$ cat src/hdl/cfd_pkg.sv
// Shared types, constants and helpers for the checksummed frame deframer.
package cfd_pkg;

    localparam logic [7:0] HDR_BYTE      = 8'h68;
    localparam logic [7:0] END_BYTE      = 8'h16;
    localparam logic [7:0] DECODE_OFFSET = 8'h33;

    localparam logic [7:0] CMD_NORMAL = 8'h04;
    localparam logic [7:0] CMD_INFO   = 8'h02;
    localparam logic [7:0] CMD_TEST   = 8'h05;
    localparam logic [7:0] CMD_RESET  = 8'h10;

    localparam int STAGE_SLOTS = 15;
    localparam int CFG_INDEX_W = 8;

    localparam logic [CFG_INDEX_W-1:0] REG_DEVICE_ADDRESS = 8'd0;
    localparam logic [CFG_INDEX_W-1:0] REG_ADDRESS_CHECK  = 8'd1;

    localparam logic [7:0] DEVICE_ADDRESS_RST = 8'h10;
    localparam logic [7:0] ADDRESS_CHECK_RST  = 8'hEF;

    typedef enum logic [2:0] {
        KIND_NORMAL = 3'd0,
        KIND_INFO   = 3'd1,
        KIND_TEST   = 3'd2,
        KIND_RESET  = 3'd3,
        KIND_ERROR  = 3'd4
    } kind_t;

    typedef struct packed {
        logic [7:0] device_address;
        logic [7:0] address_check;
    } cfg_t;

    typedef struct packed {
        logic [2:0]  frame_kind;
        logic [7:0]  command_code;
        logic [7:0]  payload_length;
        logic [63:0] data_low;
        logic [55:0] data_high;
    } result_t;

    function automatic kind_t kind_of(input logic [7:0] cmd);
        kind_t k;
        unique case (cmd)
            CMD_NORMAL: k = KIND_NORMAL;
            CMD_INFO:   k = KIND_INFO;
            CMD_TEST:   k = KIND_TEST;
            CMD_RESET:  k = KIND_RESET;
            default:    k = KIND_ERROR;
        endcase
        return k;
    endfunction

endpackage

$ cat src/hdl/cfd_if.sv
// Stream interfaces for received bytes and decoded frames.
interface cfd_rx_if;
    logic       valid;
    logic       ready;
    logic [7:0] rx_byte;

    modport source (output valid, output rx_byte, input ready);
    modport sink   (input valid, input rx_byte, output ready);
endinterface

interface cfd_frame_if;
    logic        valid;
    logic        ready;
    logic [2:0]  frame_kind;
    logic [7:0]  command_code;
    logic [7:0]  payload_length;
    logic [63:0] data_low;
    logic [55:0] data_high;

    modport source (output valid, output frame_kind, output command_code,
                    output payload_length, output data_low, output data_high,
                    input ready);
    modport sink   (input valid, input frame_kind, input command_code,
                    input payload_length, input data_low, input data_high,
                    output ready);
endinterface

$ cat src/hdl/cfd_parser.sv
// Frame hunting state machine, running checksum and payload staging.
module cfd_parser #(
    parameter int DECODED_BYTES = 15
) (
    input  logic              clk,
    input  logic              rst_n,
    input  logic              byte_valid,
    input  logic [7:0]        byte_data,
    input  cfd_pkg::cfg_t     cfg,
    output logic              result_valid,
    output cfd_pkg::result_t  result
);
    import cfd_pkg::*;

    localparam int IDX_W = (DECODED_BYTES > 1) ? $clog2(DECODED_BYTES) : 1;

    typedef enum logic [2:0] {
        PH_HEADER, PH_ADDRESS, PH_CHECK, PH_COMMAND,
        PH_LENGTH, PH_PAYLOAD, PH_SUM, PH_END
    } phase_t;

    phase_t     phase_reg;
    logic       address_seen_reg;
    logic [7:0] sum_reg;
    logic [7:0] length_reg;
    logic [7:0] count_reg;
    logic [7:0] command_reg;
    logic [7:0] stage_reg [DECODED_BYTES];

    logic [7:0] count_inc;
    logic [7:0] sum_add;
    logic       frame_start;
    logic       stage_write;
    logic [STAGE_SLOTS*8-1:0] decoded;

    assign count_inc   = count_reg + 8'd1;
    assign sum_add     = sum_reg + byte_data;
    assign frame_start = byte_valid && phase_reg == PH_HEADER && byte_data == HDR_BYTE
                         && !address_seen_reg;
    assign stage_write = byte_valid && phase_reg == PH_PAYLOAD
                         && count_reg < 8'(DECODED_BYTES);

    always_ff @(posedge clk or negedge rst_n)
    begin
        if (!rst_n)
        begin
            phase_reg        <= PH_HEADER;
            address_seen_reg <= 1'b0;
            sum_reg          <= 8'd0;
            length_reg       <= 8'd0;
            count_reg        <= 8'd0;
            command_reg      <= 8'd0;
        end
        else if (byte_valid)
        begin
            unique case (phase_reg)
                PH_HEADER:
                begin
                    if (byte_data == HDR_BYTE)
                    begin
                        if (address_seen_reg)
                        begin
                            // second header of a frame whose address matched
                            address_seen_reg <= 1'b0;
                            sum_reg          <= sum_add;
                            phase_reg        <= PH_COMMAND;
                        end
                        else
                        begin
                            sum_reg   <= HDR_BYTE;
                            phase_reg <= PH_ADDRESS;
                        end
                    end
                    else
                    begin
                        address_seen_reg <= 1'b0;
                    end
                end
                PH_ADDRESS:
                begin
                    if (byte_data == cfg.device_address)
                    begin
                        sum_reg   <= sum_add;
                        phase_reg <= PH_CHECK;
                    end
                    else
                    begin
                        phase_reg <= PH_HEADER;
                    end
                end
                PH_CHECK:
                begin
                    if (byte_data == cfg.address_check)
                    begin
                        sum_reg          <= sum_add;
                        address_seen_reg <= 1'b1;
                    end
                    else
                    begin
                        address_seen_reg <= 1'b0;
                    end
                    phase_reg <= PH_HEADER;
                end
                PH_COMMAND:
                begin
                    command_reg <= byte_data;
                    sum_reg     <= sum_add;
                    phase_reg   <= PH_LENGTH;
                end
                PH_LENGTH:
                begin
                    length_reg <= byte_data;
                    count_reg  <= 8'd0;
                    sum_reg    <= sum_add;
                    phase_reg  <= (byte_data == 8'd0) ? PH_SUM : PH_PAYLOAD;
                end
                PH_PAYLOAD:
                begin
                    sum_reg <= sum_add;
                    if (count_inc == length_reg)
                    begin
                        count_reg <= 8'd0;
                        phase_reg <= PH_SUM;
                    end
                    else
                    begin
                        count_reg <= count_inc;
                    end
                end
                PH_SUM:
                begin
                    phase_reg <= (byte_data == sum_reg) ? PH_END : PH_HEADER;
                end
                PH_END:
                begin
                    phase_reg <= PH_HEADER;
                end
                default:
                begin
                    phase_reg <= PH_HEADER;
                end
            endcase
        end
    end

    // Staging bytes: clear on frame start, fill from the payload.
    always_ff @(posedge clk)
    begin
        if (frame_start)
        begin
            for (int i = 0; i < DECODED_BYTES; i++)
            begin
                stage_reg[i] <= 8'd0;
            end
        end
        else if (stage_write)
        begin
            stage_reg[count_reg[IDX_W-1:0]] <= byte_data;
        end
    end

    for (genvar k = 0; k < STAGE_SLOTS; k++)
    begin : g_decode
        if (k < DECODED_BYTES)
        begin : g_used
            assign decoded[k*8 +: 8] = stage_reg[k] - DECODE_OFFSET;
        end
        else
        begin : g_unused
            assign decoded[k*8 +: 8] = 8'd0;
        end
    end

    assign result_valid          = byte_valid && phase_reg == PH_END && byte_data == END_BYTE;
    assign result.frame_kind     = kind_of(command_reg);
    assign result.command_code   = command_reg;
    assign result.payload_length = length_reg;
    assign result.data_low       = decoded[63:0];
    assign result.data_high      = decoded[119:64];

endmodule

$ cat src/hdl/cfd_out_buf.sv
// Two-entry output buffer: result register plus a skid slot.
module cfd_out_buf (
    input  logic              clk,
    input  logic              rst_n,
    input  logic              push,
    input  cfd_pkg::result_t  push_data,
    output logic              push_ready,
    output logic              out_valid,
    input  logic              out_ready,
    output cfd_pkg::result_t  out_data
);
    import cfd_pkg::*;

    logic    out_valid_reg;
    logic    skid_valid_reg;
    result_t out_data_reg;
    result_t skid_data_reg;
    logic    pop;

    assign pop        = out_valid_reg && out_ready;
    assign push_ready = !skid_valid_reg;
    assign out_valid  = out_valid_reg;
    assign out_data   = out_data_reg;

    always_ff @(posedge clk or negedge rst_n)
    begin
        if (!rst_n)
        begin
            out_valid_reg  <= 1'b0;
            skid_valid_reg <= 1'b0;
        end
        else if (skid_valid_reg)
        begin
            // no push is possible while the skid slot holds a result
            if (pop)
            begin
                skid_valid_reg <= 1'b0;
            end
        end
        else if (push)
        begin
            if (!out_valid_reg || pop)
            begin
                out_valid_reg <= 1'b1;
            end
            else
            begin
                skid_valid_reg <= 1'b1;
            end
        end
        else if (pop)
        begin
            out_valid_reg <= 1'b0;
        end
    end

    always_ff @(posedge clk)
    begin
        if (skid_valid_reg)
        begin
            if (pop)
            begin
                out_data_reg <= skid_data_reg;
            end
        end
        else if (push)
        begin
            if (!out_valid_reg || pop)
            begin
                out_data_reg <= push_data;
            end
            else
            begin
                skid_data_reg <= push_data;
            end
        end
    end

endmodule

$ cat src/hdl/checksummed_frame_deframer.sv
// A frame's result is registered into the output buffer's result register, or into its skid slot while that is stalled.
// Throughput: one received byte per cycle while rx.ready is high; the parser state is registered on each accepted byte.
// rx.ready drops only while both the result register and the skid slot hold results.
// Reset (rst_n low, asynchronous): parser waits for a header, output slots empty,
// device_address = 0x10 and address_check = 0xEF.
module checksummed_frame_deframer #(
    parameter int DECODED_BYTES = 15
) (
    input  logic                            clk,
    input  logic                            rst_n,
    input  logic                            cfg_we,
    input  logic [cfd_pkg::CFG_INDEX_W-1:0] cfg_index,
    input  logic [7:0]                      cfg_data,
    cfd_rx_if.sink                          rx,
    cfd_frame_if.source                     frame
);
    import cfd_pkg::*;

    cfg_t    cfg_reg;
    logic    accept;
    logic    result_valid;
    result_t result;
    result_t out_data;
    logic    push_ready;

    always_ff @(posedge clk or negedge rst_n)
    begin
        if (!rst_n)
        begin
            cfg_reg.device_address <= DEVICE_ADDRESS_RST;
            cfg_reg.address_check  <= ADDRESS_CHECK_RST;
        end
        else if (cfg_we)
        begin
            if (cfg_index == REG_DEVICE_ADDRESS)
            begin
                cfg_reg.device_address <= cfg_data;
            end
            else if (cfg_index == REG_ADDRESS_CHECK)
            begin
                cfg_reg.address_check <= cfg_data;
            end
        end
    end

    assign rx.ready = push_ready;
    assign accept   = rx.valid && push_ready;

    cfd_parser #(
        .DECODED_BYTES (DECODED_BYTES)
    ) u_parser (
        .clk          (clk),
        .rst_n        (rst_n),
        .byte_valid   (accept),
        .byte_data    (rx.rx_byte),
        .cfg          (cfg_reg),
        .result_valid (result_valid),
        .result       (result)
    );

    cfd_out_buf u_out_buf (
        .clk        (clk),
        .rst_n      (rst_n),
        .push       (result_valid),
        .push_data  (result),
        .push_ready (push_ready),
        .out_valid  (frame.valid),
        .out_ready  (frame.ready),
        .out_data   (out_data)
    );

    assign frame.frame_kind     = out_data.frame_kind;
    assign frame.command_code   = out_data.command_code;
    assign frame.payload_length = out_data.payload_length;
    assign frame.data_low       = out_data.data_low;
    assign frame.data_high      = out_data.data_high;

endmodule

$ cat src/flat_wrapper.sv
// flat-port wrapper written by rule: the top's interface ports become plain ports
module checksummed_frame_deframer_flat import cfd_pkg::*;
#(
    parameter int DECODED_BYTES = 15
)
  (clk, rst_n, cfg_we, cfg_index, cfg_data, rx_valid, rx_rx_byte, rx_ready, frame_valid, frame_frame_kind, frame_command_code, frame_payload_length, frame_data_low, frame_data_high, frame_ready);
  cfd_rx_if rx_i ();
  cfd_frame_if frame_i ();
  input  logic clk;
  input  logic rst_n;
  input  logic cfg_we;
  input  logic [cfd_pkg::CFG_INDEX_W-1:0] cfg_index;
  input  logic [7:0] cfg_data;
  input wire logic [$bits(rx_i.valid)-1:0] rx_valid;
  input wire logic [$bits(rx_i.rx_byte)-1:0] rx_rx_byte;
  output wire logic [$bits(rx_i.ready)-1:0] rx_ready;
  output wire logic [$bits(frame_i.valid)-1:0] frame_valid;
  output wire logic [$bits(frame_i.frame_kind)-1:0] frame_frame_kind;
  output wire logic [$bits(frame_i.command_code)-1:0] frame_command_code;
  output wire logic [$bits(frame_i.payload_length)-1:0] frame_payload_length;
  output wire logic [$bits(frame_i.data_low)-1:0] frame_data_low;
  output wire logic [$bits(frame_i.data_high)-1:0] frame_data_high;
  input wire logic [$bits(frame_i.ready)-1:0] frame_ready;
  assign rx_i.valid = rx_valid;
  assign rx_i.rx_byte = rx_rx_byte;
  assign rx_ready = rx_i.ready;
  assign frame_valid = frame_i.valid;
  assign frame_frame_kind = frame_i.frame_kind;
  assign frame_command_code = frame_i.command_code;
  assign frame_payload_length = frame_i.payload_length;
  assign frame_data_low = frame_i.data_low;
  assign frame_data_high = frame_i.data_high;
  assign frame_i.ready = frame_ready;
  checksummed_frame_deframer #(.DECODED_BYTES(DECODED_BYTES)) u_core (.clk(clk), .rst_n(rst_n), .cfg_we(cfg_we), .cfg_index(cfg_index), .cfg_data(cfg_data), .rx(rx_i), .frame(frame_i));
endmodule
$ cat config.mk
export PLATFORM = sky130hd
export DESIGN_NAME = checksummed_frame_deframer_flat
export DESIGN_NICKNAME = d
export VERILOG_FILES = /design/src/hdl/cfd_pkg.sv /design/src/hdl/cfd_if.sv /design/src/hdl/cfd_parser.sv /design/src/hdl/cfd_out_buf.sv /design/src/hdl/checksummed_frame_deframer.sv /design/src/flat_wrapper.sv
export SDC_FILE = /design/constraint.sdc
export NUM_CORES = 1
export LEC_CHECK = 0
export ABC_AREA = 1
export BUFFER_PORTS_ARGS = -buffer_cell sky130_fd_sc_hd__buf_4
export CAP_MARGIN = 5
export CORE_MARGIN = 10
export CORE_UTILIZATION = 40
export DETAILED_ROUTE_END_ITERATION = 6
export RECOVER_POWER = 25
export SYNTH_ARGS = -nofsm -noshare
export SYNTH_HDL_FRONTEND = slang
export SYNTH_SLANG_ARGS = --single-unit
export TNS_END_PERCENT = 50
$ cat constraint.sdc
create_clock -name clk -period 15.9 [get_ports clk]
set_input_delay 1.59 -clock clk [delete_from_list [all_inputs] [get_ports clk]]
set_output_delay 1.59 -clock clk [all_outputs]
set_load 0.005 [all_outputs]
# ---- Word level (Yosys, flattened, before mapping)
# Memories as Yosys holds them, arrays and structs flattened.
# Cells that the tools add are included.
# Widths: inputs -> output; s select.
dict set report classes {
  n_addsub 17
  order_cmp 1
  eq_ne 24
  mux 36
  bitwise 3
  reduce_logical 36
}
# operator count
set ops {}
lappend ops {{$mux 139} 4}
lappend ops {{$sub 8x6->8 const B} 15}
lappend ops {{$mux 8} 6}
lappend ops {{$eq 8x8->1} 4}
lappend ops {{$pmux 8 s4} 1}
lappend ops {{$pmux 3 s7} 1}
lappend ops {{$eq 8x3->1 const B} 2}
lappend ops {{$eq 8x5->1 const B} 2}
lappend ops {{$logic_not 8->1} 2}
lappend ops {{$pmux 8 s2} 1}
lappend ops {{$reduce_and 3->1} 5}
lappend ops {{$mux 1} 14}
lappend ops {{$eq 3x3->1 const B} 4}
lappend ops {{$pmux 3 s4} 1}
lappend ops {{$reduce_and 2->1} 5}
lappend ops {{$reduce_bool 2->1} 5}
lappend ops {{$logic_and 1x1->1} 9}
lappend ops {{$mux 3} 3}
lappend ops {{$add 8x1->8 const B} 1}
lappend ops {{$add 8x8->8} 1}
lappend ops {{$eq 8x1->1 const B} 1}
lappend ops {{$eq 8x2->1 const B} 1}
lappend ops {{$eq 8x7->1 const B} 1}
lappend ops {{$lt 8x4->1 const B} 1}
lappend ops {{16 further kinds} 27}
dict set report word_totals {
  reg_bits 332
  ram_bits 120
  input_bits 29
  output_inout_bits 141
  elab_cells 138
  memories 1
}
# memory depth word_bits rd rd_ports_with_merged_regs wr line_no
set mem_list {}
lappend mem_list {u_core.u_parser.stage_reg 15 8 15 0 15 cfd_parser.sv:28} ;# logic [7:0] stage_reg [DECODED_BYTES];

# ---- Longest topological paths before layout
# Gate-level depths: netlist of the first run.
dict set report logic_depth {
  depth_word 9
  ltp_mapped 14
  ltp_nobuf 14
}

# ---- Cells and area by module
# From an unflattened synthesis of the first run, not the netlist that was laid out.
dict set report hier_totals {
  cells_unflattened 1755
  hier_area_um2 19557.5
}
# module n_inst cells_each area_per_inst_um2 seq_area_each_um2
set modules_own_cells {}
lappend modules_own_cells {cfd_out_buf 1 744 10243.6 8398.1}
lappend modules_own_cells {cfd_parser 1 926 8552.0 4504.3}
lappend modules_own_cells {checksummed_frame_deframer 1 85 762.0 410.4}

# ---- Worst setup path after synthesis of the first run
# Ideal clock, no wire load.
dict set report synth_timing {
  kind {in2reg}
  from {input rx_rx_byte[7]}
  to {register u_core.u_out_buf.skid_data_reg[0] in the netlist's numbering (enable)}
  arrival_ns 11.640
  required_time_ns 15.091
  setup_slack_ns 3.451
  path_stages 6
  path_buffers 1
  path_cell_list {clkbuf_1 -> clkinv_1 -> nand4_1 -> nor4_1 -> nand2_1 -> nor3_1}
}
dict set report synth_between {
  elab_chain_cells 3
}
# element line_no
set synth_lines {}
lappend synth_lines {{start, declared} flat_wrapper.sv:15} ;# input wire logic [$bits(rx_i.rx_byte)-1:0] rx_rx_byte;
lappend synth_lines {{$eq 8x5->1} cfd_parser.sv:174} ;# assign result_valid = byte_valid && phase_reg == PH_END && byte_data == END_BYTE;
lappend synth_lines {{$logic_and 1x1->1} cfd_parser.sv:174}
lappend synth_lines {{$reduce_and 3->1 (no source line)} --}
lappend synth_lines {{end signal, assigned} cfd_out_buf.sv:74} ;# skid_data_reg <= push_data;
lappend synth_lines {{end, declared} cfd_out_buf.sv:17} ;# result_t skid_data_reg;
# No other way between the ends.
# A chain may end at the register's enable or synchronous reset.

# ---- Final worst setup path of the first run
dict set report layout_timing {
  from {register u_core.u_out_buf.skid_valid_reg}
  to {output rx_ready}
}
dict set report layout_between {
  elab_chain_cells 1
}
# element line_no
set layout_lines {}
lappend layout_lines {{start, declared} cfd_out_buf.sv:15} ;# logic skid_valid_reg;
lappend layout_lines {{start signal, assigned} cfd_out_buf.sv:30} ;# skid_valid_reg <= 1'b0;
lappend layout_lines {{start signal, assigned} cfd_out_buf.sv:37} ;# skid_valid_reg <= 1'b0;
lappend layout_lines {{start signal, assigned} cfd_out_buf.sv:48} ;# skid_valid_reg <= 1'b1;
lappend layout_lines {{$logic_not 1->1} cfd_out_buf.sv:21} ;# assign push_ready = !skid_valid_reg;
lappend layout_lines {{end, declared} flat_wrapper.sv:16} ;# output wire logic [$bits(rx_i.ready)-1:0] rx_ready;
# No other way between the ends.

==> results of run 1 <==
-- routing by layer --
metal	vias to the layer above	GRT usage, %	share of wire (%)
met5	-	0	0
met1	5816	18.38	43
met3	61	3.310	5.7
met4	0	4.515	2.3
li1	6067	-	-
met2	297	24.86	49
-- power groups by stage --
stage / clock network [mW] / logic (mW) / registers (mW)
floorplan: 0 / 0.148 / 1.34
global placement: 0 / 0.185 / 1.35
detailed placement: 0 / 0.190 / 1.35
CTS: 1.10 / 0.191 / 1.33
global route: 1.15 / 0.219 / 1.33
finish: 1.08 / 0.191 / 1.33
-- area by class of cell --
type	count	area (µm²)
multi-input cells	1100	5331
fillers	4353	25000
well taps	615	769.5
clock inverters	34	286.5
flip-flops and latches	452	13310
repair buffers	175	1306
inverters	109	410.4
clock buffers	55	1227
-- stage by stage --
stage	utilization, %	power [mW]	cells	area (µm²)
finish	47.53	2.599	2540	22640
global route	47.53	2.705	2540	22640
CTS	47.57	2.623	2540	22670
detailed placement	44.40	1.542	2451	21150
global placement	44.40	1.536	2451	21150
floorplan	-	1.490	1714	19280
-- worst max path at each step --
stage	startpoint	endpoint	depth (start not counted)	slack (ns)
final	u_core.u_out_buf.skid_valid_reg	rx_ready	2	8.40
after floorplan	rx_rx_byte[7]	u_core.u_out_buf.skid_data_reg[0]	6	3.45
after global placement	rx_rx_byte[4]	u_core.u_out_buf.out_data[130]	9	10.51
after global routing	u_core.u_out_buf.skid_valid_reg	u_core.u_out_buf.out_data[127]	9	7.81
after detailed placement	rx_rx_byte[4]	u_core.u_out_buf.out_data[130]	9	10.43
after CTS	rx_rx_byte[4]	u_core.u_out_buf.out_data[117]	9	11.04
-- critical path: stages (launching register included) --
cell and delay [ns]:
dfrtp_1 1.95, clkinvlp_2 2.65, buf_4 0.70
-- logic make-up (layout without fill, tap and decap cells) --
kind of cell    count (synthesis)  after routing  synth area share [%]
compound gates                145            145                 3.901
flops                         452            452                 69.05
simple gates                  830            830                 17.48
fa+ha+maj                      27             27                 1.791
buf+inv                       162            373                 3.316
xor+xnor                       98             98                 4.452
-- synth_stat cells, drive strengths merged (2+ instances only) --
cell type / n
nand4: 13
nor4: 5
nor2: 183
clkbuf: 42
xor2: 72
dfstp: 8
o22ai: 7
inv: 101
nor3: 5
xnor2: 26
or2: 3
a21oi: 56
clkinv: 8
nand2: 578
and2: 2
nand3: 40
buf: 11
a31oi: 4
o21ai: 73
edfxtp: 398
dfrtp: 46
ha: 26
==> key figures, run 1 <==
Run status
  • Status: finished with violations
  • Failing checks: max-capacitance violations, max-slew violations

Synthesis
  • Synth top area share: 61.99%
  • Mapped Area: 19280 µm²
  • Synth Instances: 1714
  • Predominant post-synthesis flop cell: edfxtp_1
  • Sequential area share after synthesis: 69.06%
  • Seq cells post-synth: 452
  • Ys Warns: 0
  • Top cells by area, synth: edfxtp_1 62%, nand2_1 11%, dfrtp_1 6.0%
  • Syn Nets: 1770
  • Async SR Flop Fraction: 11.95%
  • Syn_area_per_cell: 11.25 µm²
  • Post-synth cell types: 42
  • Cell taking the most area after synthesis: edfxtp_1
  • Post-synth EDFFs: 398

Cells and area
  • Nets: 1942
  • Layout cell share with drive strength beyond 1: 15.43%
  • N_diodes: 0
  • Most common cell after layout, fill and taps aside: nand2_1
  • Most frequent cells in the layout: 553 x nand2_1, 398 x edfxtp_1, 176 x nor2_1
  • Area Overhead vs Synth: 17.46%

Clock tree
  • H-tree Lvls: 2
  • CTS tree: yes
  • Hold Buf Count CTS: 0
  • CTS Buf Count: 48
  • Clock root cell: clkbuf_16
  • # Post-CTS Setup Buffers: 0
  • Clock Path Buffers: 3
  • Post-CTS resize count: 0
  • Num Clock Sinks: 452
  • Worst-path clk slew: 0.06 ns
  • Clock Latency Late Sink: 0.58 ns

Timing
  • Setup Skew: 0.02005 ns
  • Final setup fails: 0
  • Final Hold Slack: 0.4743 ns
  • RSZ-0062 raised after global routing: no
  • Final hold vios: 0
  • Relative slew slack: -173.6%
  • Setup TNS: 0 ns
  • Least-Margin Pin Slew: 4.104 ns
  • Fin crit period: 7.505 ns
  • Final worst slack: 8.395 ns
  • Period Utilization, post-route: 47.20%
  • Final Max Slew Viols: 281
  • Fmax: 0.1333 GHz

Setup path
  • Reg2reg start: u_core.u_out_buf.skid_valid_reg
  • Crit. End Element: output port
  • Worst flop-to-flop path endpoint: u_core.u_out_buf.out_data[126]
  • Critical path arrival: 5.91 ns
  • R2R setup slack: 8.51 ns
  • Worst Setup Path Type: register to output port
  • Crit path max fanout: 72
  • CP required: 14.31 ns
  • Reg2Reg Depth: 6
  • Startpoint types: register

Die
  • Die area: 57380 µm²
  • Height of the die: 239.5 µm
  • Row cnt: 80
  • Initial Util: 40.46%
  • DIE WIDTH: 239.5 µm
  • Top-level port count: 170
  • Core ar.: 47650 µm²

Pwr
  • Leakage power: 8.945 nW
  • Cell Pwr Density: 114.8 nW/µm²
  • Reg power frac: 51.1%
  • VDD IR max: 0.06634 mV
  • Clk pwr share: 41.6%
  • Comb power frac: 7.3%
  • Psw: 0.6101 mW
  • Internal cell power: 1.989 mW
  • Switching Share: 23.47%

Route
  • WL per Instance: 16.81 µm
  • Vias per Instance: 4.819
  • DR DRC count: 0
  • Initial drt markers: 863
  • Pre-Repair DR Iteration Count: 5
  • Antenna-violating nets left: 0
  • Final WL: 42700 µm
  • Vias: 12.24k

Placed design
  • Final Wtd Congestion: 0.8312
  • Pre-CTS WS: 10.43 ns
  • HPWL Detailed: 28310 µm
  • Port bufs: 169

Global route
  • First-pass GRT wire length: 66740 µm
  • Number of global-route vias before repair: 12.08k
  • Initial antenna violation count: 0
  • Largest net degree at the start of global routing: 97
  • Grt ovf: 0
  • GRT Resource Usage Total: 14.69%

Worst hold path
  • HP Class: register to register
  • Hold Path Origin: u_core.u_parser.command_reg[4]
  • Worst Hold Endpoint: u_core.u_out_buf.skid_data_reg[132]
  • WHS Path Cells: 0

Job
  • Max-cap violations: 4
Note: power is estimated with default switching activity, not from simulation.
==> run 2: changes to the inputs <==
==> constraint.sdc (replaced) <==
create_clock -name clk -period 7.3 [get_ports clk]
set_input_delay 0.73 -clock clk [delete_from_list [all_inputs] [get_ports clk]]
set_output_delay 0.73 -clock clk [all_outputs]
set_load 0.005 [all_outputs]
==> key figures, run 2 (same netlist as run 1, synthesis figures left out) <==
Placed design
  • Placed cell areas: 21180 µm²
  • HPWL Detailed: 28510 µm
  • Final Wtd Congestion: 0.8487
  • Placed Cells: 2452
  • Pre-CTS WS: 3.029 ns
  • Port bufs: 169

Timing
  • Period Utilization, post-route: 66.09%
  • Fmax: 0.2073 GHz
  • Least-Margin Pin Slew: 3.060 ns
  • RSZ-0062 raised after global routing: no
  • Setup TNS: 0 ns
  • Final setup fails: 0
  • Relative slew slack: -104.0%
  • Final Max Slew Viols: 115
  • Final worst slack: 2.475 ns
  • Final Hold Slack: 0.3997 ns
  • Fin crit period: 4.825 ns
  • Final hold vios: 0
  • Setup Skew: 0.02129 ns

Cells and area
  • Area Overhead vs Synth: 17.28%
  • Cell Count, Final, Fillers Out: 2540
  • Most common cell after layout, fill and taps aside: nand2_1
  • N_diodes: 0
  • Fin util: 47.46%
  • Nets: 1942
  • Design area: 22610 µm²
  • Layout cell share with drive strength beyond 1: 14.44%
  • Most frequent cells in the layout: 552 x nand2_1, 398 x edfxtp_1, 176 x nor2_1

Clock tree
  • Worst-path clk slew: 0.06 ns
  • Clock Latency Late Sink: 0.59 ns
  • CTS Buf Count: 47
  • Clock Path Buffers: 3
  • CTS tree: yes
  • Post-CTS resize count: 0
  • Hold Buf Count CTS: 0
  • # Post-CTS Setup Buffers: 0
  • H-tree Lvls: 2
  • Num Clock Sinks: 452
  • Clock root cell: clkbuf_16

Setup path
  • Worst Setup Path Type: register to register
  • Crit path max fanout: 59
  • Reg2Reg Depth: 6
  • Worst flop-to-flop path endpoint: u_core.u_parser.stage_reg[7][5]
  • Startpoint types: register
  • Crit. End Element: register
  • CP required: 7.51 ns
  • R2R setup slack: 2.48 ns
  • CP cell instances: clkinv_4 > nand2_4 > inv_2 > nand3_2 > or4_1 > nand2_1
  • Critical path arrival: 5.04 ns
  • Slowest stage cell, crit path: dfrtp_1
  • CP max stage delay: 1.76 ns
  • Worst Setup EP: u_core.u_parser.stage_reg[7][5]
  • Reg2reg start: u_core.u_out_buf.skid_valid_reg
  • CP Launch Point: u_core.u_out_buf.skid_valid_reg

Global route
  • Largest net degree at the start of global routing: 140
  • Initial antenna violation count: 0
  • Number of global-route vias before repair: 11.91k
  • GRT Resource Usage Total: 14.75%
  • First-pass GRT wire length: 66790 µm
  • Grt ovf: 0

Route
  • Vias per Instance: 4.821
  • Pre-Repair DR Iteration Count: 5
  • Final WL: 43030 µm
  • DR DRC count: 0
  • Antenna-violating nets left: 0
  • Vias: 12.25k
  • Initial drt markers: 989
  • WL per Instance: 16.94 µm

Die
  • DIE WIDTH: 239.5 µm
  • Height of the die: 239.5 µm
  • Initial Util: 40.46%
  • Die area: 57380 µm²
  • Core ar.: 47650 µm²
  • Top-level port count: 170
  • Row cnt: 80

Worst hold path
  • HP Class: input port to register

Run status
  • Failing checks: max-capacitance violations, max-slew violations
  • Status: finished with violations

Pwr
  • Leakage power: 8.858 nW
  • Cell Pwr Density: 249.7 nW/µm²
  • VDD IR max: 0.1665 mV
  • Pwr Total: 5.647 mW

Job
  • Max-cap violations: 2
==> run 2: cell types whose count changed in the layout (fill, tap and decap cells not counted), sizes merged <==
cell      before  now
buf          173  133
bufinv         4    3
clkbuf        57  104
clkinv        33   26
clkinvlp       4    3
inv          102  104
==> run 2: how the worst min path moves through the flow <==
stage,startpoint,to,slack (ns),depth (start not counted)
after floorplan,rst_n,u_core.cfg_reg[10],0.43,0
after global placement,u_core.u_parser.command_reg[4],u_core.u_out_buf.skid_data_reg[132],0.46,0
after detailed placement,u_core.u_parser.command_reg[4],u_core.u_out_buf.skid_data_reg[132],0.47,0
after CTS,rst_n,u_core.u_parser.count_reg[2],0.22,1
after global routing,cfg_data[3],u_core.cfg_reg[3],0.39,3
final,cfg_data[3],u_core.cfg_reg[3],0.40,3
==> run 2: report_power, final <==
| group | internal (mW) | switching, mW |
|---|---|---|
| logic | 0.145 | 0.267 |
| clock network | 1.35 | 0.997 |
| registers | 2.84 | 0.0558 |
==> run 2: final cells by class <==
class | count | area (µm²)
fillers | 4293 | 25040
flip-flops and latches | 452 | 13310
multi-input cells | 1100 | 5345
clock buffers | 61 | 1271
repair buffers | 176 | 1255
well taps | 615 | 769.5
inverters | 109 | 414.1
clock inverters | 27 | 242.7
==> run 2: metal layers <==
layer / vias up / part of all wire [%] / track usage, %
met5: - / 0 / 0
met4: 0 / 1.9 / 4.032
met3: 55 / 5.4 / 3.230
met2: 280 / 49 / 24.72
met1: 5847 / 44 / 18.91
li1: 6064 / - / -
==> run 2: worst max-delay path: cells and delay by family, from the launching register on <==
family	cells	cell delay, ns
simple gates	4	1.61
flops	1	1.76
buf+inv	2	1.06
